**config.mk**
```make
export PLATFORM = sky130hd
export DESIGN_NAME = lpg_front
export DESIGN_NICKNAME = d
export VERILOG_FILES = /design/src/hdl/lpg_pkg.sv /design/src/hdl/lpg_front.sv
export SDC_FILE = /design/constraint.sdc
export NUM_CORES = 1
export LEC_CHECK = 0
export CAP_MARGIN = 40
export CORE_MARGIN = 5
export CORE_UTILIZATION = 55
export CTS_CLUSTER_SIZE = 40
export DETAILED_ROUTE_END_ITERATION = 8
export DONT_BUFFER_PORTS = 1
export PLACE_DENSITY = 0.7
export SLEW_MARGIN = 25
export SYNTH_ARGS = -nofsm -noshare
export SYNTH_HDL_FRONTEND = slang
export SYNTH_SLANG_ARGS = --single-unit
```
**constraint.sdc**
```tcl
create_clock -name clk -period 7.5 [get_ports clk]
set_input_delay 1.125 -clock clk [delete_from_list [all_inputs] [get_ports clk]]
set_output_delay 1.125 -clock clk [all_outputs]
set_load 0.02 [all_outputs]
```
**src/hdl/lpg_pkg.sv**
```systemverilog
// Shared constants and types for the Lissajous point generator.
`default_nettype none
package lpg_pkg;

    localparam int MULT_LIMIT = 100;
    localparam int MIN_POINTS = 2;

    localparam logic [12:0] SIN_C    = 13'd4640;
    localparam logic [15:0] SIN_B    = 16'd42047;
    localparam logic [16:0] SIN_A    = 17'd102944;
    localparam logic [15:0] ONE_Q14  = 16'd16384;

    localparam logic [2:0] REG_X_MULT      = 3'd0;
    localparam logic [2:0] REG_Y_MULT      = 3'd1;
    localparam logic [2:0] REG_Z_MULT      = 3'd2;
    localparam logic [2:0] REG_POINT_COUNT = 3'd3;
    localparam logic [2:0] REG_PHASE_STEP  = 3'd4;

    typedef struct packed {
        logic full;
        logic empty;
    } lpg_q_status_t;

endpackage
`default_nettype wire

```
**src/hdl/lpg_front.sv**
```systemverilog
// Front end: takes stream items, runs the sweep state and queues points.
`default_nettype none
module lpg_front #(
    parameter int PHASE_BITS       = 24,
    parameter int MAX_POINTS_LIMIT = 1000
) (
    input  wire logic                   clk,
    input  wire logic                   rst_n,
    input  wire logic                   s_tvalid,
    output logic                        s_tready,
    input  wire logic                   restart,
    input  wire logic [9:0]             point_count,
    input  wire logic [23:0]            phase_step,
    input  wire lpg_pkg::lpg_q_status_t q_status,
    output logic                        push,
    output logic [PHASE_BITS-1:0]       push_phase,
    output logic [9:0]                  push_index,
    output logic                        push_last
);
    import lpg_pkg::*;

    localparam int CLW = $clog2(MAX_POINTS_LIMIT + 1);
    localparam int NW  = (CLW > 10) ? CLW : 10;

    logic [PHASE_BITS-1:0] phase_acc_reg, phase_acc_next;
    logic [9:0]            point_counter_reg, point_counter_next;
    logic                  sweep_active_reg, sweep_active_next;

    logic                  accept;
    logic                  active;
    logic [PHASE_BITS-1:0] cur_phase;
    logic [9:0]            cur_count;
    logic [NW-1:0]         pc_ext;
    logic [NW-1:0]         n_eff;
    logic                  last;
    logic [PHASE_BITS-1:0] step_scaled;

    generate
        if (PHASE_BITS == 24) begin : g_step_eq
            assign step_scaled = phase_step;
        end
        else if (PHASE_BITS > 24) begin : g_step_up
            assign step_scaled = {phase_step, {(PHASE_BITS-24){1'b0}}};
        end
        else begin : g_step_dn
            assign step_scaled = phase_step[23 -: PHASE_BITS];
        end
    endgenerate

    always_comb
    begin
        s_tready  = ~q_status.full;
        accept    = s_tvalid & s_tready;
        active    = restart | sweep_active_reg;
        cur_phase = restart ? '0 : phase_acc_reg;
        cur_count = restart ? '0 : point_counter_reg;

        pc_ext = NW'(point_count);
        if (pc_ext < NW'(MIN_POINTS))
        begin
            n_eff = NW'(MIN_POINTS);
        end
        else if (pc_ext > NW'(MAX_POINTS_LIMIT))
        begin
            n_eff = NW'(MAX_POINTS_LIMIT);
        end
        else
        begin
            n_eff = pc_ext;
        end
        last = NW'(cur_count) >= (n_eff - NW'(1));

        push       = accept & active;
        push_phase = cur_phase;
        push_index = cur_count;
        push_last  = last;

        phase_acc_next     = phase_acc_reg;
        point_counter_next = point_counter_reg;
        sweep_active_next  = sweep_active_reg;
        if (push)
        begin
            if (last)
            begin
                phase_acc_next     = cur_phase;
                point_counter_next = cur_count;
                sweep_active_next  = 1'b0;
            end
            else
            begin
                phase_acc_next     = cur_phase + step_scaled;
                point_counter_next = cur_count + 10'd1;
                sweep_active_next  = 1'b1;
            end
        end
    end

    always_ff @(posedge clk or negedge rst_n)
    begin
        if (!rst_n)
        begin
            phase_acc_reg     <= '0;
            point_counter_reg <= '0;
            sweep_active_reg  <= 1'b0;
        end
        else
        begin
            phase_acc_reg     <= phase_acc_next;
            point_counter_reg <= point_counter_next;
            sweep_active_reg  <= sweep_active_next;
        end
    end

endmodule
`default_nettype wire

```
==> out/results.tsv, run 1 <==
metric	value	unit
root_buffer	clkbuf_8	
postSynthAreaPerCell	8.11	sq um
worstHoldStart	phase_acc_reg[3]$_DFFE_PN0P_	
die_y	87.6	um
cts_resized	0	
ctsHoldBuffers	0	
setup_tns	0	ps
synthCells	408	
routed_wl	8170	um
cts_tree	built	
grt_max_degree	40	
ys_warn_count	0	
placed_area	3370	sq um
syn2layout_area_growth	5.29	%
relSlewSlack	48.0	%
leakage	1.57	nW
seqCellArea	876	sq um
skew	3.42	ps
cpPeakStageDelay	580	ps
grt-ovfl-total	0	
whs_endpoint	phase_acc_reg[3]$_DFFE_PN0P_	
antenna_found_initial	0	
hpwl	6270	um
post-place-ws	1860	ps
cts_made_buffers	5	
clock_path_buffers	2	
rsz0062_at_grt	false	
fin_crit	5560	ps
post-cts-setup-buffer-count	0	
p_int	0.524	mW
io_pins	77	
fin_crit_sh	74.1	%
grt_usage	21.5	%
holdPathStages	2	
final_area	3490	sq um
status	complete, no violations	
critPathSlowestCell	or4_1	
drc	0	
cts_sinks	35	
cp_max_fo	4	
holdCritPathClass	reg2reg	
largest_reg_flops	24	
setup_ws	1940	ps
synthFlopType	dfrtp_1	
powerDensity	255	nW/um^2
syn-cell-area	3310	sq um
reg2reg_from	point_counter_reg[8]$_DFFE_PN0P_	
p_sw_share	41.0	%
insertion_delay	290	ps
switchingPower	0.364	mW
drtIter0Drc	129	
core_area	5890	sq um
vias	2929	
rr_worst_depth	9	
synthTopCellsByCount	nand2_1 (59), dfrtp_1 (35), ha_1 (35)	
multi_input_area	2340	sq um
p_comb_share	48.9	%
synth_edf_count	0	
final.fill_count	574	
power.total	0.888	mW
ant_nets	0	
async_flop_share	100	%
drive_gt1_share	4.70	%
diodes	0	
gp_congestion	0.849	
synth_top_area_share	26.5	%
drv_cap	0	
cp.arrival	4430	ps
io_buffer_count	0	
ys_top_cells_by_area	dfrtp_1 (26%), ha_1 (13%), nand2_1 (6.7%), nor2b_1 (6.4%), xor2_1 (4.2%)	
die_area	7670	sq um
num-nets-final	479	
synth.largest_area_cell	dfrtp_1	
chipWidth	87.6	um
drt_pre_antenna_iters	4	
cts_htree_levels	2	
path_class	in2out	
r2r-end	point_counter_reg[4]$_DFFE_PN0P_	
path_clk_slew	80	ps
placed_cells	471	
hold_viol	0	
grt_pass1_vias	2847	
ys_seq_area_share	26.5	%
critPathLaunchType	input port	
start_util	56.2	%
setup_violations	0	
ir_drop	118	uV
crit_path_end_kind	output port	
worst_pin_slew	776	ps
synth_most_common_cell	nand2_1	
ys_types	55	
fmax	180	MHz
rows	28	
cp_cell_sequence	or4_1 -> nor4_1 -> nand2_1 -> nand3_1 -> ha_1 -> inv_1 -> nor4_1 -> xnor2_1 -> ha_1 -> a2111oi_0 -> o21ai_1 -> a21oi_1 -> nor2_1	
p_clk_share	20.5	%
drv_slew	0	
reg2reg_setup_slack	4170	ps
grt_pass1_wl	13200	um
synth_nets	484	
wl_per_cell	17.1	um
seq_power_share	30.6	%
cp_data_required_time	6380	ps
avgViaCountPerCell	6.11	
final_cells	479	
ys_ff_latch	35	
## metal layers
layer  share of wire, %  up-vias  track usage, %  wire length [um]
met2                 49       79            37.1              4020
met3                5.5       15            4.05               450
met4                2.1        0            7.25               168
li1                   -     1459               -                 -
met1                 43     1376            27.0              3540
met5                  0        -               0                 0
## worst max-delay path by stage
| stage | startpoint | to | depth (start not counted) |
|---|---|---|---|
| global placement | point_count[4] | point_counter_reg[4]$_DFFE_PN0P_ | 16 |
| finish | point_count[4] | push_last | 13 |
| CTS | point_count[4] | push_last | 13 |
| floorplan | point_count[4] | push_last | 13 |
| global route | point_count[4] | push_last | 13 |
| detailed placement | point_count[4] | point_counter_reg[4]$_DFFE_PN0P_ | 16 |
## critical path: cells and delay by family
family,cells,cell delay (ps)
simple gates,6,1790
compound gates,3,820
fa+ha+maj,2,450
xor+xnor,1,170
buf+inv,1,80
## per-stage QoR
stage | utilization, % | hold WS, ps
after global routing | 59.2 | 496
after detailed placement | 57.2 | 460
after CTS | 59.2 | 477
final | 59.2 | 471
after global placement | 57.2 | 457
after floorplan | - | 441
## placed cells by master, fill, tap and decap left out, types with 4 or more instances in the layout
master and n:
xnor2_1 14, nand4_1 6, xor2_1 16, o21a_1 4, a21oi_1 25, nand3_1 5, o31ai_1 6, nor2b_1 34
o21ai_0 24, nor3_1 8, o21ai_1 10, dfrtp_1 35, and3_1 6, a21o_1 10, nand2_1 59, clkbuf_8 6
ha_1 35, a2111oi_0 4, inv_1 12, nor2_1 26, nand2b_1 4
## layout make-up
type                    instances  area share, %
clock buffers                   6           2.37
well taps                      75           2.69
multi-input cells             347           67.1
flip-flops and latches         35           25.1
inverters                      12           1.29
repair buffers                  2          0.431
clock inverters                 2           1.01
## logic make-up after synthesis
group | share of synthesized area (%)
AND/OR/NAND/NOR | 24.7
AO/OA/AOI/OAI | 23.7
adder cells (fa/ha/maj) | 13.8
flip-flops | 26.5
XOR/XNOR | 7.94
buffers and inverters | 3.06
multiplexers | 0.302
## power by group through the flow
stage | clock, mW | combinational, mW | sequential (mW)
final | 0.182 | 0.434 | 0.271
after CTS | 0.185 | 0.435 | 0.272
after global routing | 0.192 | 0.483 | 0.280
after detailed placement | 0 | 0.431 | 0.276
after floorplan | 0 | 0.363 | 0.268
after global placement | 0 | 0.422 | 0.273
Power figures use the tool's default switching activity.
==> run 2, diff against run 1 <==
--- a/config.mk
+++ b/config.mk
@@ -11,7 +11,7 @@
 export CTS_CLUSTER_SIZE = 40
 export DETAILED_ROUTE_END_ITERATION = 8
 export DONT_BUFFER_PORTS = 1
-export PLACE_DENSITY = 0.7
+export PLACE_DENSITY = 0.73
 export SLEW_MARGIN = 25
 export SYNTH_ARGS = -nofsm -noshare
 export SYNTH_HDL_FRONTEND = slang
==> constraint.sdc (replaced) <==
create_clock -name clk -period 4.56 [get_ports clk]
set_input_delay 0.684 -clock clk [delete_from_list [all_inputs] [get_ports clk]]
set_output_delay 0.684 -clock clk [all_outputs]
set_load 0.02 [all_outputs]
==> run 2 against run 1 <==
  * Critical endpoint unchanged
  * Global-route usage rose by 1.0 points
  * Critical path type unchanged
  * Final area increased by 3.2%
  * Combinational power is 67% higher
  * Via count grew 1.5%
==> out/results.tsv, run 2 (synthesized netlist as in run 1, its figures left out) <==
metric	value	unit	change
drv_slew	0		unchanged
io_pins	77		unchanged
reg2reg_from	phase_acc_reg[6]$_DFFE_PN0P_		was point_counter_reg[8]$_DFFE_PN0P_
root_buffer	clkbuf_8		unchanged
insertion_delay	300	ps	was 290 ps
fin_crit	4320	ps	
placed_cells	477		was 471
cp.arrival	3640	ps	was 4430 ps
fmax	232	MHz	
io_buffer_count	0		unchanged
drive_gt1_share	7.79	%	was 4.70%
start_util	56.2	%	unchanged
die_area	7670	sq um	unchanged
hpwl	6420	um	was 6270 um
powerDensity	423	nW/um^2	was 255 nW/um^2
path_clk_slew	80	ps	about the same
syn2layout_area_growth	8.65	%	was 5.29%
drt_pre_antenna_iters	4		unchanged
critPathLaunchType	input port		unchanged
crit_path_end_kind	output port		unchanged
cp_data_required_time	3880	ps	was 6380 ps
relSlewSlack	46.7	%	was 48.0%
avgViaCountPerCell	6.12		was 6.11
rr_worst_depth	9		unchanged
startpoint	point_count[4]		unchanged
grt_pass1_wl	13800	um	was 13,200 um
critPathSlowestCell	or4_4		was or4_1
cts_made_buffers	5		unchanged
wl_per_cell	17.3	um	was 17.1 um
setup_tns	0	ps	unchanged
hold_viol	0		unchanged
cpPeakStageDelay	540	ps	was 580 ps
cp_cell_sequence	or4_4 -> nor4_4 -> nand2_1 -> nand3_2 -> ha_1 -> inv_1 -> nor4_2 -> xnor2_1 -> ha_1 -> a2111oi_2 -> o21ai_1 -> a21oi_2 -> nor2_1 -> buf_4		was or4_1 -> nor4_1 -> nand2_1 -> nand3_1 -> ha_1 -> inv_1 -> nor4_1 -> xnor2_1 -> ha_1 -> a2111oi_0 -> o21ai_1 -> a21oi_1 -> nor2_1
cp_common_cell	ha_1		
die_y	87.6	um	unchanged
gp_congestion	0.926		was 0.849
cp_max_fo	4		unchanged
cts_htree_levels	2		unchanged
drc	0		unchanged
grt-ovfl-total	0		unchanged
worst_pin_slew	795	ps	was 776 ps
mostFrequentLayoutCell	nand2_1		unchanged
cts_tree	built		unchanged
grt_max_degree	40		unchanged
rows	28		unchanged
ant_nets	0		unchanged
holdCritPathClass	in2async		was reg2reg
clock_path_buffers	2		unchanged
final_cells	486		was 479
setup_ws	240	ps	was 1940 ps
worstSetupEndpoint	push_last		unchanged
largest_reg_flops	24		unchanged
antenna_found_initial	0		unchanged
layout_common_cells	nand2_1 (59), ha_1 (35), dfrtp_1 (35)		unchanged
vias	2974		was 2,929
r2r-end	phase_acc_reg[23]$_DFFE_PN0P_		was point_counter_reg[4]$_DFFE_PN0P_
routed_wl	8410	um	was 8170 um
ir_drop	270	uV	was 118 uV
num-nets-final	486		was 479
status	complete, no violations		unchanged
grt_pass1_vias	2916		was 2,847
power.total	1.52	mW	was 0.888 mW
path_class	in2out		unchanged
core_area	5890	sq um	unchanged
post-place-ws	-217	ps	was 1860 ps
leakage	1.61	nW	was 1.57 nW
reg2reg_setup_slack	1410	ps	was 4170 ps
cts_sinks	35		unchanged
skew	5.60	ps	was 3.42 ps
chipWidth	87.6	um	unchanged
fin_crit_sh	94.7	%	
final.fill_count	554		was 574
drv_cap	0		unchanged
diodes	0		unchanged
drtIter0Drc	178		was 129
grt_usage	22.5	%	was 21.5%
ctsHoldBuffers	0		unchanged
setup_violations	0		unchanged
final_util	61.1	%	was 59.2%
[run 2: power by group]
group | leakage (nW) | internal (mW) | switching (mW)
sequential | 0.445 | 0.404 | 0.0453
clock | 0.0644 | 0.218 | 0.131
combinational | 1.10 | 0.283 | 0.440
[run 2: through the flow]
stage | instance area (sq um) | hold slack (ps)
after floorplan | 3310 | 388
after global placement | 3410 | 390
after detailed placement | 3410 | 390
after CTS | 3560 | 67.3
after global routing | 3600 | 47.6
final | 3600 | 70.9
[run 2: per-layer routing]
metal / vias to the layer above / global-route usage [%] / wire length (um)
li1: 1479 / - / -
met2: 96 / 36.8 / 3950
met4: 0 / 4.74 / 174
met5: - / 0 / 0
met3: 21 / 6.49 / 554
met1: 1378 / 29.7 / 3730
[run 2: final cells by class]
class	instances	area, sq um	share of cell area, %
Multi-Input combinational cell	347	2380	66.1
Sequential cell	35	876	24.3
Clock buffer	5	68.8	1.91
Timing Repair Buffer	9	67.6	1.88
Clock inverter	3	67.6	1.88
Tap cell	75	93.8	2.61
Inverter	12	45.0	1.25
[run 2: how the worst min path moves through the flow]
stage                     startpoint                       endpoint  slack [ps]  depth (start not counted)
after global placement         rst_n   phase_acc_reg[7]$_DFFE_PN0P_         390                          0
after CTS                      rst_n   phase_acc_reg[2]$_DFFE_PN0P_          70                          0
after global routing           rst_n   phase_acc_reg[2]$_DFFE_PN0P_          50                          0
after floorplan                rst_n   phase_acc_reg[0]$_DFFE_PN0P_         390                          0
final                          rst_n  phase_acc_reg[18]$_DFFE_PN0P_          70                          0
after detailed placement       rst_n   phase_acc_reg[5]$_DFFE_PN0P_         390                          0
[run 2: what timing repair did]
action / 4_1_cts / 5_1_grt
resized for setup: 3 / 5
gates cloned: 0 / 0
endpoints found under the hold margin: 0 / 0
pin swaps: 0 / 2
setup endpoints to repair: 1 / 3
buffers inserted: 0 / 1
[run 2: worst max-delay path: cells and delay by family]
| family | cells | cell delay, ps |
|---|---|---|
| simple gates | 6 | 1460 |
| compound gates | 3 | 620 |
| fa+ha+maj | 2 | 440 |
| buf+inv | 2 | 290 |
| xor+xnor | 1 | 150 |
==> run 3, diff against run 2 <==
--- a/config.mk
+++ b/config.mk
@@ -7,11 +7,10 @@
 export LEC_CHECK = 0
 export CAP_MARGIN = 40
 export CORE_MARGIN = 5
-export CORE_UTILIZATION = 55
+export CORE_UTILIZATION = 32
 export CTS_CLUSTER_SIZE = 40
 export DETAILED_ROUTE_END_ITERATION = 8
 export DONT_BUFFER_PORTS = 1
-export PLACE_DENSITY = 0.73
 export SLEW_MARGIN = 25
 export SYNTH_ARGS = -nofsm -noshare
 export SYNTH_HDL_FRONTEND = slang
==> run 3 against run 2 <==
  * Utilization shrank 25 points
  * Combinational power rose by 0.7%
  * Wire length is 8.7% higher
  * Non-clock buffer count rose by 2
  * Flip-flop and latch count is the same
  * Critical endpoint unchanged
  * First-iteration DRC count shrank 19%
  * Highest routed layer unchanged
  * Fmax shrank 1.1%
  * Largest power group unchanged
  * Sequential share of layout area down 0.29 points
==> out/results.tsv, run 3 (synthesized netlist as in run 1, its figures left out) <==
metric	value	unit	change
root_buffer	clkbuf_8		unchanged
core_area	10200	sq um	was 5890 sq um
cts_htree_levels	2		unchanged
largest_reg_flops	24		unchanged
p_comb_share	50.9	%	was 47.5%
avgViaCountPerCell	5.38		was 6.12
cpPeakStageDelay	550	ps	was 540 ps
fmax	229	MHz	was 232 MHz
path_class	in2out		unchanged
hold_viol	0		unchanged
powerDensity	393	nW/um^2	was 423 nW/um^2
switchingPower	0.605	mW	was 0.616 mW
p_sw_share	42.3	%	was 40.5%
clock_path_buffers	2		unchanged
vias	2955		was 2,974
grt-ovfl-total	0		unchanged
drtIter0Drc	145		was 178
gp_congestion	0.887		was 0.926
die_area	12500	sq um	was 7670 sq um
cp.arrival	3680	ps	was 3640 ps
leakage	1.61	nW	about the same
insertion_delay	280	ps	was 300 ps
grt_max_degree	40		unchanged
antenna_found_initial	0		unchanged
drc	0		unchanged
final_util	35.7	%	was 61.1%
grt_pass1_wl	15000	um	was 13,800 um
die_y	112	um	was 87.6 um
crit_buf_inv	3		was 2
cp_data_required_time	3880	ps	about the same
worst_pin_slew	676	ps	was 795 ps
grt_pass1_vias	3018		was 2,916
final.fill_count	1098		was 554
drt_pre_antenna_iters	4		unchanged
skew	9.15	ps	was 5.60 ps
crit_path_end_kind	output port		unchanged
seqCellArea	876	sq um	unchanged
io_pins	77		unchanged
cts_tree	built		unchanged
cp_top_family	simple AND/OR/NAND/NOR gates		unchanged
num-nets-final	488		was 486
cts_sinks	35		unchanged
status	complete, no violations		unchanged
post-place-ws	29.2	ps	was -217 ps
critPathLaunchType	input port		unchanged
io_buffer_count	0		unchanged
drv_cap	0		unchanged
cp_cell_sequence	or4_1 -> nor4_1 -> buf_4 -> nand2_1 -> nand3_1 -> ha_1 -> inv_1 -> nor4_2 -> xnor2_1 -> ha_1 -> a2111oi_2 -> o21ai_1 -> a21oi_2 -> nor2_1 -> buf_4		was or4_4 -> nor4_4 -> nand2_1 -> nand3_2 -> ha_1 -> inv_1 -> nor4_2 -> xnor2_1 -> ha_1 -> a2111oi_2 -> o21ai_1 -> a21oi_2 -> nor2_1 -> buf_4
setup_ws	193	ps	was 240 ps
multi_input_area	2350	sq um	was 2380 sq um
critPathSlowestCell	or4_1		was or4_4
rows	37		was 28
cp_max_fo	4		unchanged
hpwl	7070	um	was 6420 um
seq_power_share	31.5	%	was 29.5%
ant_nets	0		unchanged
wl_per_cell	16.6	um	was 17.3 um
drive_gt1_share	7.26	%	was 7.79%
diodes	0		unchanged
routed_wl	9140	um	was 8410 um
cts_made_buffers	5		unchanged
path_clk_slew	80	ps	about the same
fin_crit_sh	95.8	%	was 94.7%
reg2reg_setup_slack	1450	ps	was 1410 ps
power.total	1.43	mW	was 1.52 mW
syn2layout_area_growth	9.98	%	was 8.65%
grt_usage	14.3	%	was 22.5%
start_util	32.5	%	was 56.2%
layout_common_cells	nand2_1 (59), ha_1 (35), dfrtp_1 (35)		unchanged
holdCritPathClass	in2async		unchanged
chipWidth	112	um	was 87.6 um
mostFrequentLayoutCell	nand2_1		unchanged
fin_crit	4370	ps	was 4320 ps
p_clk_share	17.5	%	was 22.9%
p_int	0.826	mW	was 0.906 mW
setup_violations	0		unchanged
relSlewSlack	54.9	%	was 46.7%
drv_slew	0		unchanged
ir_drop	198	uV	was 270 uV
[run 3: metal layers]
layer / wire length [um] / vias up / track usage [%]
met5: 0 / - / 0
met4: 46 / 0 / 2.68
met3: 819 / 4 / 5.16
met2: 4170 / 89 / 23.4
met1: 4100 / 1382 / 18.4
li1: - / 1480 / -
[run 3: final timing paths]
kind,start,to,depth (start not counted)
max,point_count[4],push_last,15
min,rst_n,phase_acc_reg[5]$_DFFE_PN0P_,0
max reg2reg,phase_acc_reg[13]$_DFFE_PN0P_,phase_acc_reg[20]$_DFFE_PN0P_,9
min reg2reg,sweep_active_reg$_DFFE_PN0P_,sweep_active_reg$_DFFE_PN0P_,2
max in group asynchronous,rst_n,point_counter_reg[4]$_DFFE_PN0P_,0
min in group clk,sweep_active_reg$_DFFE_PN0P_,sweep_active_reg$_DFFE_PN0P_,2
[run 3: area by class of cell]
class / count / area share, %
clock buffer: 8 / 2.75
inverter: 12 / 1.24
multi-input combinational: 347 / 64.7
sequential: 35 / 24.1
tap: 136 / 4.67
timing repair buffer: 11 / 2.61
[run 3: per-stage QoR]
step	hold WS, ps	TNS [ps]	instance area (sq um)	cells
after floorplan	388	0	3310	408
after global placement	389	0	3520	540
after detailed placement	389	0	3520	540
after CTS	74.2	0	3620	548
after global routing	63.7	-46.5	3640	549
final	86.2	0	3640	549
[run 3: worst register-to-register path, cell delays in order (launching register included)]
cell	delay, ps
dfrtp_1	350
nor2b_1	420
ha_1	430
a21o_1	220
a21o_1	180
a2111oi_0	400
nor3_1	160
a31o_1	250
or3_1	340
a32o_1	240
[run 3: repair_timing]
action,in CTS,in global routing
setup endpoints to repair,0,3
setup buffers,0,1
gates resized for setup,0,4
hold buffers,0,0
endpoints found under the hold margin,0,0
[run 3: power groups by stage]
stage | Sequential [mW] | Combinational (mW) | Clock, mW
after detailed placement | 0.456 | 0.725 | 0
after CTS | 0.452 | 0.729 | 0.262
final | 0.451 | 0.729 | 0.251
after floorplan | 0.441 | 0.597 | 0
after global routing | 0.466 | 0.809 | 0.276
after global placement | 0.454 | 0.708 | 0
