File: src/hdl/lpg_pkg.sv
// Shared constants and types for the Lissajous point generator.
`default_nettype none
package lpg_pkg;

    localparam int MULT_LIMIT = 100;
    localparam int MIN_POINTS = 2;

    localparam logic [12:0] SIN_C    = 13'd4640;
    localparam logic [15:0] SIN_B    = 16'd42047;
    localparam logic [16:0] SIN_A    = 17'd102944;
    localparam logic [15:0] ONE_Q14  = 16'd16384;

    localparam logic [2:0] REG_X_MULT      = 3'd0;
    localparam logic [2:0] REG_Y_MULT      = 3'd1;
    localparam logic [2:0] REG_Z_MULT      = 3'd2;
    localparam logic [2:0] REG_POINT_COUNT = 3'd3;
    localparam logic [2:0] REG_PHASE_STEP  = 3'd4;

    typedef struct packed {
        logic full;
        logic empty;
    } lpg_q_status_t;

endpackage
`default_nettype wire

File: src/hdl/lpg_queue.sv
// Short queue between front end and sine pipeline.
`default_nettype none
module lpg_queue #(
    parameter int WIDTH = 35,
    parameter int DEPTH = 4
) (
    input  wire logic               clk,
    input  wire logic               rst_n,
    input  wire logic               push,
    input  wire logic [WIDTH-1:0]   push_data,
    input  wire logic               pop,
    output logic [WIDTH-1:0]        pop_data,
    output lpg_pkg::lpg_q_status_t  status
);
    import lpg_pkg::*;

    localparam int AW = (DEPTH > 1) ? $clog2(DEPTH) : 1;
    localparam int CW = $clog2(DEPTH + 1);

    logic [WIDTH-1:0] mem [DEPTH];
    logic [AW-1:0]    wr_ptr_reg, rd_ptr_reg;
    logic [CW-1:0]    count_reg, count_next;
    logic             do_push, do_pop;

    always_comb
    begin
        status.full  = (count_reg == CW'(DEPTH));
        status.empty = (count_reg == '0);
        do_push      = push & ~status.full;
        do_pop       = pop & ~status.empty;
        pop_data     = mem[rd_ptr_reg];
        count_next   = count_reg;
        if (do_push && !do_pop)
        begin
            count_next = count_reg + CW'(1);
        end
        else if (do_pop && !do_push)
        begin
            count_next = count_reg - CW'(1);
        end
    end

    always_ff @(posedge clk)
    begin
        if (do_push)
        begin
            mem[wr_ptr_reg] <= push_data;
        end
    end

    always_ff @(posedge clk or negedge rst_n)
    begin
        if (!rst_n)
        begin
            wr_ptr_reg <= '0;
            rd_ptr_reg <= '0;
            count_reg  <= '0;
        end
        else
        begin
            count_reg <= count_next;
            if (do_push)
            begin
                wr_ptr_reg <= (wr_ptr_reg == AW'(DEPTH - 1)) ? '0 : wr_ptr_reg + AW'(1);
            end
            if (do_pop)
            begin
                rd_ptr_reg <= (rd_ptr_reg == AW'(DEPTH - 1)) ? '0 : rd_ptr_reg + AW'(1);
            end
        end
    end

endmodule
`default_nettype wire

File: config.mk
export PLATFORM = sky130hd
export DESIGN_NAME = lpg_queue
export DESIGN_NICKNAME = d
export VERILOG_FILES = /design/src/hdl/lpg_pkg.sv /design/src/hdl/lpg_queue.sv
export SDC_FILE = /design/constraint.sdc
export NUM_CORES = 1
export LEC_CHECK = 0
export BUFFER_PORTS_ARGS = -buffer_cell sky130_fd_sc_hd__buf_2
export CORE_MARGIN = 3
export CORE_UTILIZATION = 51
export CTS_CLUSTER_SIZE = 8
export DETAILED_ROUTE_END_ITERATION = 7
export HOLD_SLACK_MARGIN = 0.08
export PLACE_DENSITY = 0.73
export SKIP_LAST_GASP = 1
export SLEW_MARGIN = 20
export SYNTH_ARGS = -nofsm -noshare
export SYNTH_HDL_FRONTEND = slang
export SYNTH_SLANG_ARGS = --single-unit
File: constraint.sdc
create_clock -name clk -period 2.6 [get_ports clk]
set_input_delay 0.13 -clock clk [delete_from_list [all_inputs] [get_ports clk]]
set_output_delay 0.13 -clock clk [all_outputs]
set_load 0.02 [all_outputs]
==> run_summary.xml, run 1 <==
<?xml version="1.0" encoding="UTF-8"?>
<metrics>
  <group name="drt">
    <metric name="per_cell_via_count_in_the_routed_design" unit="">5.23</metric>
    <metric name="drc" unit="">0</metric>
    <metric name="wl" unit="um">9950</metric>
    <metric name="detailroute.via_count" unit="">2613</metric>
    <metric name="drt_iter0_drc" unit="">127</metric>
    <metric name="drt-pass1-iter-count" unit="">4</metric>
    <metric name="antenna_violating_nets_post_route" unit="">0</metric>
    <metric name="route.detailed.wl_per_inst" unit="um">19.9</metric>
  </group>
  <group name="clocking">
    <metric name="clk_pin_slew" unit="ns">0.06</metric>
    <metric name="cts.sinks" unit="">147</metric>
    <metric name="cts_resized" unit="">0</metric>
    <metric name="cts_tree" unit="">built</metric>
    <metric name="number_of_h_tree_branching_levels" unit="">4</metric>
    <metric name="cts_inserted_buffers" unit="">17</metric>
    <metric name="max-clock-path-buffers" unit="">2</metric>
    <metric name="cts.repair_timing.setup_buffer_count" unit="">0</metric>
    <metric name="clk_latency" unit="ns">0.50</metric>
    <metric name="cts_hold_repair.buffers" unit="">39</metric>
    <metric name="cts.root.buffer_cell" unit="">sky130_fd_sc_hd__clkbuf_8</metric>
  </group>
  <group name="yosys">
    <metric name="synth_top_area_share" unit="%">75.7</metric>
    <metric name="unique_cell_type_count_in_the_yosys_netlist" unit="">23</metric>
    <metric name="synth_ff_type" unit="">sky130_fd_sc_hd__edfxtp_1</metric>
    <metric name="post_syn_instances" unit="">220</metric>
    <metric name="seq_area_frac_synth" unit="%">78.8</metric>
    <metric name="number_of_synthesized_register_bits" unit="">147</metric>
    <metric name="yosys_warnings" unit="">0</metric>
    <metric name="synth_top_area_cell" unit="">sky130_fd_sc_hd__edfxtp_1</metric>
    <metric name="post_synth_instance_area" unit="um2">5560</metric>
    <metric name="synth_enable_flop_cells" unit="">140</metric>
    <metric name="postSynth.asyncResetShare" unit="%">4.76</metric>
    <metric name="synth.avg_cell_area" unit="um2">25.3</metric>
    <metric name="synth.net_count" unit="">266</metric>
    <metric name="synth.area.top_cells" unit="">sky130_fd_sc_hd__edfxtp_1 76%, sky130_fd_sc_hd__mux4_2 13%, sky130_fd_sc_hd__dfrtp_1 3.2%</metric>
  </group>
  <group name="outcome">
    <metric name="outcome" unit="">finished, final reports clean</metric>
  </group>
  <group name="die">
    <metric name="initial_core_util" unit="%">53.1</metric>
    <metric name="fp.dieArea" unit="um2">12200</metric>
    <metric name="standard_cell_rows" unit="">37</metric>
    <metric name="die_h" unit="um">110</metric>
    <metric name="floorplan_die_width" unit="um">110</metric>
    <metric name="design.portCount" unit="">76</metric>
    <metric name="core_area" unit="um2">10500</metric>
  </group>
  <group name="sta">
    <metric name="rsz0062_at_grt" unit="">false</metric>
    <metric name="final.hold.worst_slack" unit="ns">0.371</metric>
    <metric name="number_of_pins_exceeding_their_max_slew_limit_in_the_final_report" unit="">0</metric>
    <metric name="min_period_over_period" unit="%">88.5</metric>
    <metric name="timing.fmax" unit="MHz">435</metric>
    <metric name="setup_ws" unit="ns">0.299</metric>
    <metric name="fin_skew" unit="ns">0.00903</metric>
    <metric name="timing.max_slew.rel_slack" unit="%">42.4</metric>
    <metric name="setup_tns" unit="ns">0</metric>
    <metric name="hold_viol_final" unit="">0</metric>
    <metric name="final-setup-viol-count" unit="">0</metric>
    <metric name="layout_min_cycle_time" unit="ns">2.30</metric>
    <metric name="worst-slew-pin-transition" unit="ns">0.863</metric>
  </group>
  <group name="setup_path">
    <metric name="worstSetupPathType" unit="">flip-flop to output port</metric>
    <metric name="worstPathArrival" unit="ns">2.17</metric>
    <metric name="cp_max_fo" unit="">14</metric>
    <metric name="worstSetupStartpointType" unit="">flip-flop</metric>
    <metric name="crit_path_cell_trace" unit="">buf_4 &gt; mux4_1 &gt; buf_2</metric>
    <metric name="cp.required" unit="ns">2.47</metric>
    <metric name="crit_slowest_cell" unit="">sky130_fd_sc_hd__dfrtp_2</metric>
    <metric name="end_kind" unit="">output port</metric>
    <metric name="cp_slowest_stage_delay" unit="ns">0.64</metric>
    <metric name="regToRegSetupSlack" unit="ns">0.52</metric>
  </group>
  <group name="cells_and_area">
    <metric name="syn_to_final_growth" unit="%">28.7</metric>
    <metric name="post_route_cells_drive_above_1_share" unit="%">42.3</metric>
    <metric name="top_library_cells_by_usage_in_the_layout_fill_and_taps_aside" unit="">140 x sky130_fd_sc_hd__edfxtp_1, 75 x sky130_fd_sc_hd__buf_2, 39 x sky130_fd_sc_hd__dlygate4sd3_1</metric>
    <metric name="final_core_util" unit="%">68.3</metric>
    <metric name="post_route_cell_area" unit="um2">7150</metric>
    <metric name="mostFrequentLayoutCell" unit="">sky130_fd_sc_hd__edfxtp_1</metric>
    <metric name="largest_reg_flops" unit="">140</metric>
    <metric name="instances_no_fill" unit="">500</metric>
    <metric name="insertedDiodeCount" unit="">0</metric>
    <metric name="num-nets-final" unit="">397</metric>
  </group>
  <group name="power">
    <metric name="pwr_dens" unit="nW/um2">1180</metric>
    <metric name="total_power" unit="mW">8.45</metric>
    <metric name="static-leakage-power" unit="nW">2.55</metric>
    <metric name="highest_ir_drop_seen_on_vdd" unit="mV">0.560</metric>
  </group>
  <group name="placement">
    <metric name="placement.io_buffers" unit="">75</metric>
    <metric name="pre_cts_slack" unit="ns">0.521</metric>
    <metric name="gpl.final_weighted_congestion" unit="">0.788</metric>
    <metric name="detailedPlacementHpwl" unit="um">5460</metric>
    <metric name="dpl-instance-area" unit="um2">6120</metric>
    <metric name="post-place-cells" unit="">429</metric>
  </group>
  <group name="global_route">
    <metric name="maximum_number_of_pins_on_one_net_before_global_route_repair" unit="">38</metric>
    <metric name="grt_pass1_vias" unit="">2727</metric>
    <metric name="grt_first_pass_wirelength" unit="um">15100</metric>
    <metric name="grt_use_total" unit="%">17.8</metric>
    <metric name="grt_antenna_before_repair" unit="">0</metric>
    <metric name="grt_overflow_total" unit="">0</metric>
  </group>
  <group name="job">
    <metric name="timing.max_cap.violations" unit="">0</metric>
  </group>
  <group name="hold_path">
    <metric name="hp-class" unit="">input port to flip-flop</metric>
  </group>
</metrics>
area by class of cell:
type                       count  area [um2]
clock buffer                  18         418
fill                         676        3310
clock inverter                14         224
multi-input combinational     62        1080
tap                          136         170
inverter                       3        11.3
sequential                   147        4380
timing repair buffer         120         861
critical path, delay by kind of cell (launching register included):
family	cells	cell delay [ns]
buffers and inverters	2	0.45
DFF	1	0.64
muxes	1	0.58
power breakdown:
| group | switching (mW) | internal [mW] | total (mW) |
|---|---|---|---|
| clock | 0.922 | 1.67 | 2.59 |
| combinational | 1.27 | 1.11 | 2.38 |
| sequential | 0.335 | 3.14 | 3.47 |
cell families (layout without fill, tap and decap cells):
kind of cell / after synthesis / in the layout / share of synthesized area, %
AO/OA/AOI/OAI: 2 / 2 / 0.360
multiplexers: 39 / 39 / 15.4
buffers and inverters: 11 / 155 / 1.85
adder cells (fa/ha/maj): 7 / 7 / 1.71
XOR/XNOR: 3 / 3 / 0.473
flip-flops: 147 / 147 / 78.8
AND/OR/NAND/NOR: 11 / 11 / 1.37
synth_stat cells (2+ instances only):
master                     number
sky130_fd_sc_hd__mux4_1         4
sky130_fd_sc_hd__nor2_1         3
sky130_fd_sc_hd__mux4_2        31
sky130_fd_sc_hd__dfrtp_1        7
sky130_fd_sc_hd__xor2_1         2
sky130_fd_sc_hd__ha_1           6
sky130_fd_sc_hd__mux2_4         2
sky130_fd_sc_hd__inv_1          3
sky130_fd_sc_hd__edfxtp_1     140
sky130_fd_sc_hd__buf_2          4
sky130_fd_sc_hd__nor3_1         2
sky130_fd_sc_hd__buf_12         3
sky130_fd_sc_hd__and2_1         3
layer usage:
layer  vias to the layer above  part of all wire (%)  track usage (%)  wire length (um)
met5                         -                     0                0                 0
met4                         0                  0.93             5.72                93
met3                         6                   4.4             5.13               439
met2                        89                    53             29.1              5230
met1                      1320                    42             23.3              4190
li1                       1198                     -                -                 -
path summary, 6_finish.rpt:
path,startpoint,endpoint,cells after the start
max,rd_ptr_reg[0],pop_data[24],3
min,push_data[13],mem[2][13],2
max reg2reg,count_reg[0],count_reg[2],7
min reg2reg,count_reg[2],count_reg[2],1
max in group asynchronous,rst_n,rd_ptr_reg[1],3
min in group asynchronous,rst_n,count_reg[2],3
No activity file was read; power rests on OpenSTA's default activity.
==> run 2: changes to the inputs <==
BUFFER_PORTS_ARGS = unset   (was -buffer_cell sky130_fd_sc_hd__buf_2)
CORE_UTILIZATION = 56   (was 51)
DONT_BUFFER_PORTS = 1   (was unset)
PLACE_DENSITY = 0.72   (was 0.73)
==> run 2 against run 1 <==
  * Worst setup slack improved by 0.13 ns
  * Maximum frequency is 6.1% higher
  * Global-route usage grew 0.49 points
  * Cell area shrank 7.1%
  * Sequential share of layout area increased by 4.7 points
  * Utilization up 1.9 points
  * Largest power group unchanged
==> run_summary.xml, run 2 (same netlist as run 1, synthesis figures left out) <==
<?xml version="1.0" encoding="UTF-8"?>
<metrics>
  <group name="outcome">
    <metric name="outcome" unit="">finished, final reports clean</metric>
  </group>
  <group name="setup_path">
    <metric name="ff2ff_path_depth" unit="">7</metric>
    <metric name="worstPathArrival" unit="ns">2.04</metric>
    <metric name="worstSetupPathType" unit="">flip-flop to output port</metric>
    <metric name="worstSetupStartpointType" unit="">flip-flop</metric>
    <metric name="cp_max_fo" unit="">28</metric>
    <metric name="terminus_of_the_critical_flop_to_flop_path" unit="">count_reg[2]</metric>
    <metric name="worst_r2r_startpoint" unit="">count_reg[0]</metric>
    <metric name="cp.required" unit="ns">2.47</metric>
    <metric name="regToRegSetupSlack" unit="ns">0.48</metric>
    <metric name="end_kind" unit="">output port</metric>
  </group>
  <group name="hold_path">
    <metric name="hold_path.startpoint" unit="">push</metric>
    <metric name="hp-class" unit="">input port to flip-flop</metric>
    <metric name="hold_end" unit="">mem[3][14]</metric>
    <metric name="hold-path-cell-count" unit="">3</metric>
  </group>
  <group name="sta">
    <metric name="worst-slew-pin-transition" unit="ns">0.938</metric>
    <metric name="setup_ws" unit="ns">0.431</metric>
    <metric name="fin_skew" unit="ns">0.0109</metric>
    <metric name="timing.max_slew.rel_slack" unit="%">37.5</metric>
    <metric name="layout_min_cycle_time" unit="ns">2.17</metric>
    <metric name="rsz0062_at_grt" unit="">false</metric>
    <metric name="min_period_over_period" unit="%">83.4</metric>
    <metric name="timing.fmax" unit="MHz">461</metric>
    <metric name="number_of_pins_exceeding_their_max_slew_limit_in_the_final_report" unit="">0</metric>
    <metric name="final.hold.worst_slack" unit="ns">0.260</metric>
    <metric name="final-setup-viol-count" unit="">0</metric>
    <metric name="hold_viol_final" unit="">0</metric>
    <metric name="setup_tns" unit="ns">0</metric>
  </group>
  <group name="drt">
    <metric name="drt-pass1-iter-count" unit="">4</metric>
    <metric name="per_cell_via_count_in_the_routed_design" unit="">5.62</metric>
    <metric name="detailroute.via_count" unit="">2333</metric>
    <metric name="drt_iter0_drc" unit="">157</metric>
    <metric name="wl" unit="um">9120</metric>
    <metric name="antenna_violating_nets_post_route" unit="">0</metric>
    <metric name="drc" unit="">0</metric>
    <metric name="route.detailed.wl_per_inst" unit="um">22.0</metric>
  </group>
  <group name="die">
    <metric name="core_area" unit="um2">9460</metric>
    <metric name="initial_core_util" unit="%">58.7</metric>
    <metric name="standard_cell_rows" unit="">35</metric>
    <metric name="fp.dieArea" unit="um2">11200</metric>
    <metric name="floorplan_die_width" unit="um">106</metric>
    <metric name="design.portCount" unit="">76</metric>
    <metric name="die_h" unit="um">106</metric>
  </group>
  <group name="global_route">
    <metric name="grt_first_pass_wirelength" unit="um">14800</metric>
    <metric name="grt_antenna_before_repair" unit="">0</metric>
    <metric name="grt_use_total" unit="%">18.3</metric>
    <metric name="maximum_number_of_pins_on_one_net_before_global_route_repair" unit="">38</metric>
    <metric name="grt_overflow_total" unit="">0</metric>
    <metric name="grt_pass1_vias" unit="">2659</metric>
  </group>
  <group name="cells_and_area">
    <metric name="post_route_cell_area" unit="um2">6640</metric>
    <metric name="num-nets-final" unit="">319</metric>
    <metric name="instances_no_fill" unit="">415</metric>
    <metric name="post_route_cells_drive_above_1_share" unit="%">26.2</metric>
    <metric name="top_library_cells_by_usage_in_the_layout_fill_and_taps_aside" unit="">140 x sky130_fd_sc_hd__edfxtp_1, 39 x sky130_fd_sc_hd__dlygate4sd3_1, 31 x sky130_fd_sc_hd__mux4_2</metric>
    <metric name="mostFrequentLayoutCell" unit="">sky130_fd_sc_hd__edfxtp_1</metric>
    <metric name="syn_to_final_growth" unit="%">19.5</metric>
    <metric name="final_core_util" unit="%">70.2</metric>
    <metric name="insertedDiodeCount" unit="">0</metric>
    <metric name="largest_reg_flops" unit="">140</metric>
  </group>
  <group name="clocking">
    <metric name="cts_inserted_buffers" unit="">17</metric>
    <metric name="max-clock-path-buffers" unit="">2</metric>
    <metric name="clk_pin_slew" unit="ns">0.06</metric>
    <metric name="number_of_h_tree_branching_levels" unit="">4</metric>
    <metric name="cts_resized" unit="">0</metric>
    <metric name="cts_tree" unit="">built</metric>
    <metric name="clk_latency" unit="ns">0.51</metric>
    <metric name="cts.sinks" unit="">147</metric>
    <metric name="cts.root.buffer_cell" unit="">sky130_fd_sc_hd__clkbuf_8</metric>
    <metric name="cts_hold_repair.buffers" unit="">39</metric>
    <metric name="cts.repair_timing.setup_buffer_count" unit="">0</metric>
  </group>
  <group name="placement">
    <metric name="post-place-cells" unit="">344</metric>
    <metric name="detailedPlacementHpwl" unit="um">5060</metric>
    <metric name="dpl-instance-area" unit="um2">5670</metric>
    <metric name="gpl.final_weighted_congestion" unit="">0.685</metric>
    <metric name="placement.io_buffers" unit="">0</metric>
    <metric name="pre_cts_slack" unit="ns">0.504</metric>
  </group>
  <group name="power">
    <metric name="static-leakage-power" unit="nW">2.21</metric>
    <metric name="total_power" unit="mW">7.81</metric>
    <metric name="highest_ir_drop_seen_on_vdd" unit="mV">1.02</metric>
    <metric name="pwr_dens" unit="nW/um2">1180</metric>
  </group>
  <group name="job">
    <metric name="timing.max_cap.violations" unit="">0</metric>
  </group>
</metrics>
-- run 2: worst max-delay path by stage --
stage | startpoint | to | slack (ns)
after CTS | rd_ptr_reg[0] | pop_data[15] | 0.37
after detailed placement | count_reg[0] | count_reg[2] | 0.50
after floorplan | count_reg[2] | mem[3][0] | 0.06
after global routing | rd_ptr_reg[0] | pop_data[15] | 0.30
final | rd_ptr_reg[0] | pop_data[15] | 0.43
after global placement | count_reg[0] | count_reg[2] | 0.56
-- run 2: layout make-up --
type                            instances  area (um2)
Sequential cell                       147        4380
Fill cell                             586        2820
Multi-Input combinational cell         62        1080
Timing Repair Buffer                   42         425
Clock buffer                           18         418
Tap cell                              129         161
Clock inverter                         14         159
Inverter                                3        11.3
-- run 2: worst max-delay path: stages, from the launching register on --
cell and delay, ns:
sky130_fd_sc_hd__dfrtp_2 0.60, sky130_fd_sc_hd__buf_12 0.29, sky130_fd_sc_hd__mux4_2 0.63
-- run 2: metal layers --
layer | vias up | global-route usage [%] | part of all wire, %
li1 | 1036 | - | -
met1 | 1206 | 22.5 | 39
met2 | 77 | 28.7 | 52
met3 | 14 | 7.47 | 7.1
met4 | 0 | 7.96 | 1.9
met5 | - | 0 | 0
-- run 2: where the power goes --
part           internal, mW  switching, mW  leakage [nW]
clock                  1.45          0.883         0.281
sequential             3.15          0.315          1.36
combinational         0.816           1.19         0.564
total                  5.42           2.39          2.21
==> run 3: changes to the inputs <==
CORE_UTILIZATION = 62   (was 56)
PLACE_DENSITY = 0.76   (was 0.72)
clock period = 2.15 ns   (was 2.6 ns; I/O delays follow)
==> run 3 against run 2 <==
  * Register-to-register slack worse by 0.36 ns
  * Via count is 5.6% higher
  * Critical path depth is the same
  * Critical endpoint is now pop_data[11]
  * Sequential share of layout area decreased by 1.1 points
  * Die area decreased by 9.1%
==> run_summary.xml, run 3 (same netlist as run 1, synthesis figures left out) <==
<?xml version="1.0" encoding="UTF-8"?>
<metrics>
  <group name="cells_and_area">
    <metric name="final_core_util" unit="%">79.8</metric>
    <metric name="post_route_cells_drive_above_1_share" unit="%">29.5</metric>
    <metric name="insertedDiodeCount" unit="">0</metric>
    <metric name="instances_no_fill" unit="">403</metric>
    <metric name="largest_reg_flops" unit="">140</metric>
    <metric name="fill_cells" unit="">370</metric>
    <metric name="syn_to_final_growth" unit="%">21.6</metric>
    <metric name="num-nets-final" unit="">331</metric>
    <metric name="top_library_cells_by_usage_in_the_layout_fill_and_taps_aside" unit="">140 x sky130_fd_sc_hd__edfxtp_1, 39 x sky130_fd_sc_hd__dlygate4sd3_1, 31 x sky130_fd_sc_hd__mux4_2</metric>
    <metric name="mostFrequentLayoutCell" unit="">sky130_fd_sc_hd__edfxtp_1</metric>
  </group>
  <group name="clocking">
    <metric name="cts.sinks" unit="">147</metric>
    <metric name="cts.repair_timing.setup_buffer_count" unit="">0</metric>
    <metric name="cts_tree" unit="">built</metric>
    <metric name="number_of_h_tree_branching_levels" unit="">4</metric>
    <metric name="cts_inserted_buffers" unit="">17</metric>
    <metric name="clk_pin_slew" unit="ns">0.06</metric>
    <metric name="clk_latency" unit="ns">0.51</metric>
    <metric name="max-clock-path-buffers" unit="">2</metric>
    <metric name="cts.root.buffer_cell" unit="">sky130_fd_sc_hd__clkbuf_8</metric>
  </group>
  <group name="sta">
    <metric name="timing.fmax" unit="MHz">486</metric>
    <metric name="worst-slew-pin-transition" unit="ns">0.620</metric>
    <metric name="hold_viol_final" unit="">0</metric>
    <metric name="fin_skew" unit="ns">0.00537</metric>
    <metric name="final-setup-viol-count" unit="">0</metric>
    <metric name="number_of_pins_exceeding_their_max_slew_limit_in_the_final_report" unit="">0</metric>
    <metric name="setup_tns" unit="ns">0</metric>
    <metric name="layout_min_cycle_time" unit="ns">2.06</metric>
    <metric name="timing.max_slew.rel_slack" unit="%">58.4</metric>
    <metric name="min_period_over_period" unit="%">95.8</metric>
    <metric name="rsz0062_at_grt" unit="">false</metric>
    <metric name="setup_ws" unit="ns">0.0908</metric>
  </group>
  <group name="drt">
    <metric name="antenna_violating_nets_post_route" unit="">0</metric>
    <metric name="detailroute.via_count" unit="">2464</metric>
    <metric name="wl" unit="um">9740</metric>
    <metric name="drc" unit="">0</metric>
    <metric name="per_cell_via_count_in_the_routed_design" unit="">6.11</metric>
    <metric name="route.detailed.wl_per_inst" unit="um">24.2</metric>
    <metric name="drt-pass1-iter-count" unit="">4</metric>
    <metric name="drt_iter0_drc" unit="">165</metric>
  </group>
  <group name="global_route">
    <metric name="grt_use_total" unit="%">21.1</metric>
    <metric name="grt_antenna_before_repair" unit="">0</metric>
    <metric name="maximum_number_of_pins_on_one_net_before_global_route_repair" unit="">30</metric>
    <metric name="grt_pass1_vias" unit="">2670</metric>
    <metric name="grt_first_pass_wirelength" unit="um">15100</metric>
    <metric name="grt_overflow_total" unit="">0</metric>
  </group>
  <group name="placement">
    <metric name="post-place-cells" unit="">332</metric>
    <metric name="detailedPlacementHpwl" unit="um">5720</metric>
    <metric name="placement.io_buffers" unit="">0</metric>
    <metric name="pre_cts_slack" unit="ns">0.141</metric>
    <metric name="gpl.final_weighted_congestion" unit="">0.734</metric>
  </group>
  <group name="setup_path">
    <metric name="launch_point_of_the_worst_path" unit="">rd_ptr_reg[0]</metric>
    <metric name="worstSetupPathType" unit="">flip-flop to output port</metric>
    <metric name="worstSetupStartpointType" unit="">flip-flop</metric>
    <metric name="regToRegSetupSlack" unit="ns">0.12</metric>
    <metric name="worstPathArrival" unit="ns">1.95</metric>
    <metric name="cp_max_fo" unit="">16</metric>
    <metric name="ff2ff_path_depth" unit="">7</metric>
    <metric name="cp.required" unit="ns">2.04</metric>
    <metric name="end_kind" unit="">output port</metric>
    <metric name="setup_crit_end" unit="">pop_data[11]</metric>
    <metric name="worst_r2r_startpoint" unit="">count_reg[0]</metric>
    <metric name="terminus_of_the_critical_flop_to_flop_path" unit="">count_reg[2]</metric>
  </group>
  <group name="die">
    <metric name="core_area" unit="um2">8460</metric>
    <metric name="floorplan_die_width" unit="um">101</metric>
    <metric name="fp.dieArea" unit="um2">10100</metric>
    <metric name="standard_cell_rows" unit="">33</metric>
    <metric name="die_h" unit="um">101</metric>
    <metric name="initial_core_util" unit="%">65.6</metric>
    <metric name="design.portCount" unit="">76</metric>
  </group>
  <group name="power">
    <metric name="highest_ir_drop_seen_on_vdd" unit="mV">1.17</metric>
    <metric name="static-leakage-power" unit="nW">2.28</metric>
    <metric name="pwr_dens" unit="nW/um2">1440</metric>
    <metric name="total_power" unit="mW">9.71</metric>
  </group>
  <group name="outcome">
    <metric name="outcome" unit="">finished, final reports clean</metric>
  </group>
  <group name="hold_path">
    <metric name="hp-class" unit="">input port to flip-flop</metric>
    <metric name="hold_path.startpoint" unit="">push_data[10]</metric>
  </group>
  <group name="job">
    <metric name="timing.max_cap.violations" unit="">0</metric>
  </group>
</metrics>
[run 3: cell types whose count changed in the layout (fill, tap and decap cells not counted)]
cell | previous run | this run
sky130_fd_sc_hd__buf_4 | 2 | 12
sky130_fd_sc_hd__clkinv_2 | 4 | 1
sky130_fd_sc_hd__clkinv_4 | 0 | 3
sky130_fd_sc_hd__buf_12 | 1 | 3
sky130_fd_sc_hd__dfrtp_2 | 2 | 0
sky130_fd_sc_hd__dfrtp_4 | 0 | 2
sky130_fd_sc_hd__inv_6 | 3 | 5
sky130_fd_sc_hd__clkinv_1 | 2 | 1
sky130_fd_sc_hd__clkinvlp_4 | 2 | 1
sky130_fd_sc_hd__o31ai_2 | 1 | 0
sky130_fd_sc_hd__o31ai_4 | 0 | 1
[run 3: timing repair]
action,CTS,global route
endpoints found under the hold margin,162,0
gates resized for setup,1,2
setup endpoints to repair,13,11
hold buffers,39,0
pin swaps,0,0
[run 3: power breakdown]
group | internal [mW] | leakage [nW] | switching, mW
sequential | 3.80 | 1.36 | 0.391
combinational | 1.11 | 0.633 | 1.51
clock | 1.78 | 0.289 | 1.11
total | 6.70 | 2.28 | 3.01
[run 3: critical path, cell delays in order (launching register included)]
cell and delay, ns:
sky130_fd_sc_hd__dfrtp_4 0.59, sky130_fd_sc_hd__buf_12 0.22, sky130_fd_sc_hd__mux4_2 0.61
[run 3: worst min path at each step]
stage,to,cells past startpoint
2_1_floorplan,count_reg[0],0
3_3_place_gp,wr_ptr_reg[1],0
3_5_place_dp,count_reg[2],0
4_1_cts,mem[0][9],1
5_1_grt,mem[1][20],1
6_report,mem[2][10],1
[run 3: per-stage QoR]
stage	cell area (um2)	hold slack [ns]
floorplan	5560	-0.188
global route	6760	0.307
finish	6760	0.294
global placement	5760	-0.188
detailed placement	5760	-0.188
CTS	6750	0.272
[run 3: per-layer routing]
metal / share of wire (%) / track usage, % / wire length (um)
met1: 39 / 25.7 / 3840
met2: 53 / 35.3 / 5200
met3: 6.0 / 8.10 / 585
met4: 1.2 / 6.84 / 113
met5: 0 / 0 / 0
[run 3: final cells by class]
class	instances	area (um2)	share of cell area (%)
timing repair buffer	54	541	8.00
clock buffer	18	418	6.18
clock inverter	14	176	2.61
multi-input combinational	62	1090	16.2
sequential	147	4390	64.9
inverter	3	11.3	0.167
tap	105	131	1.94
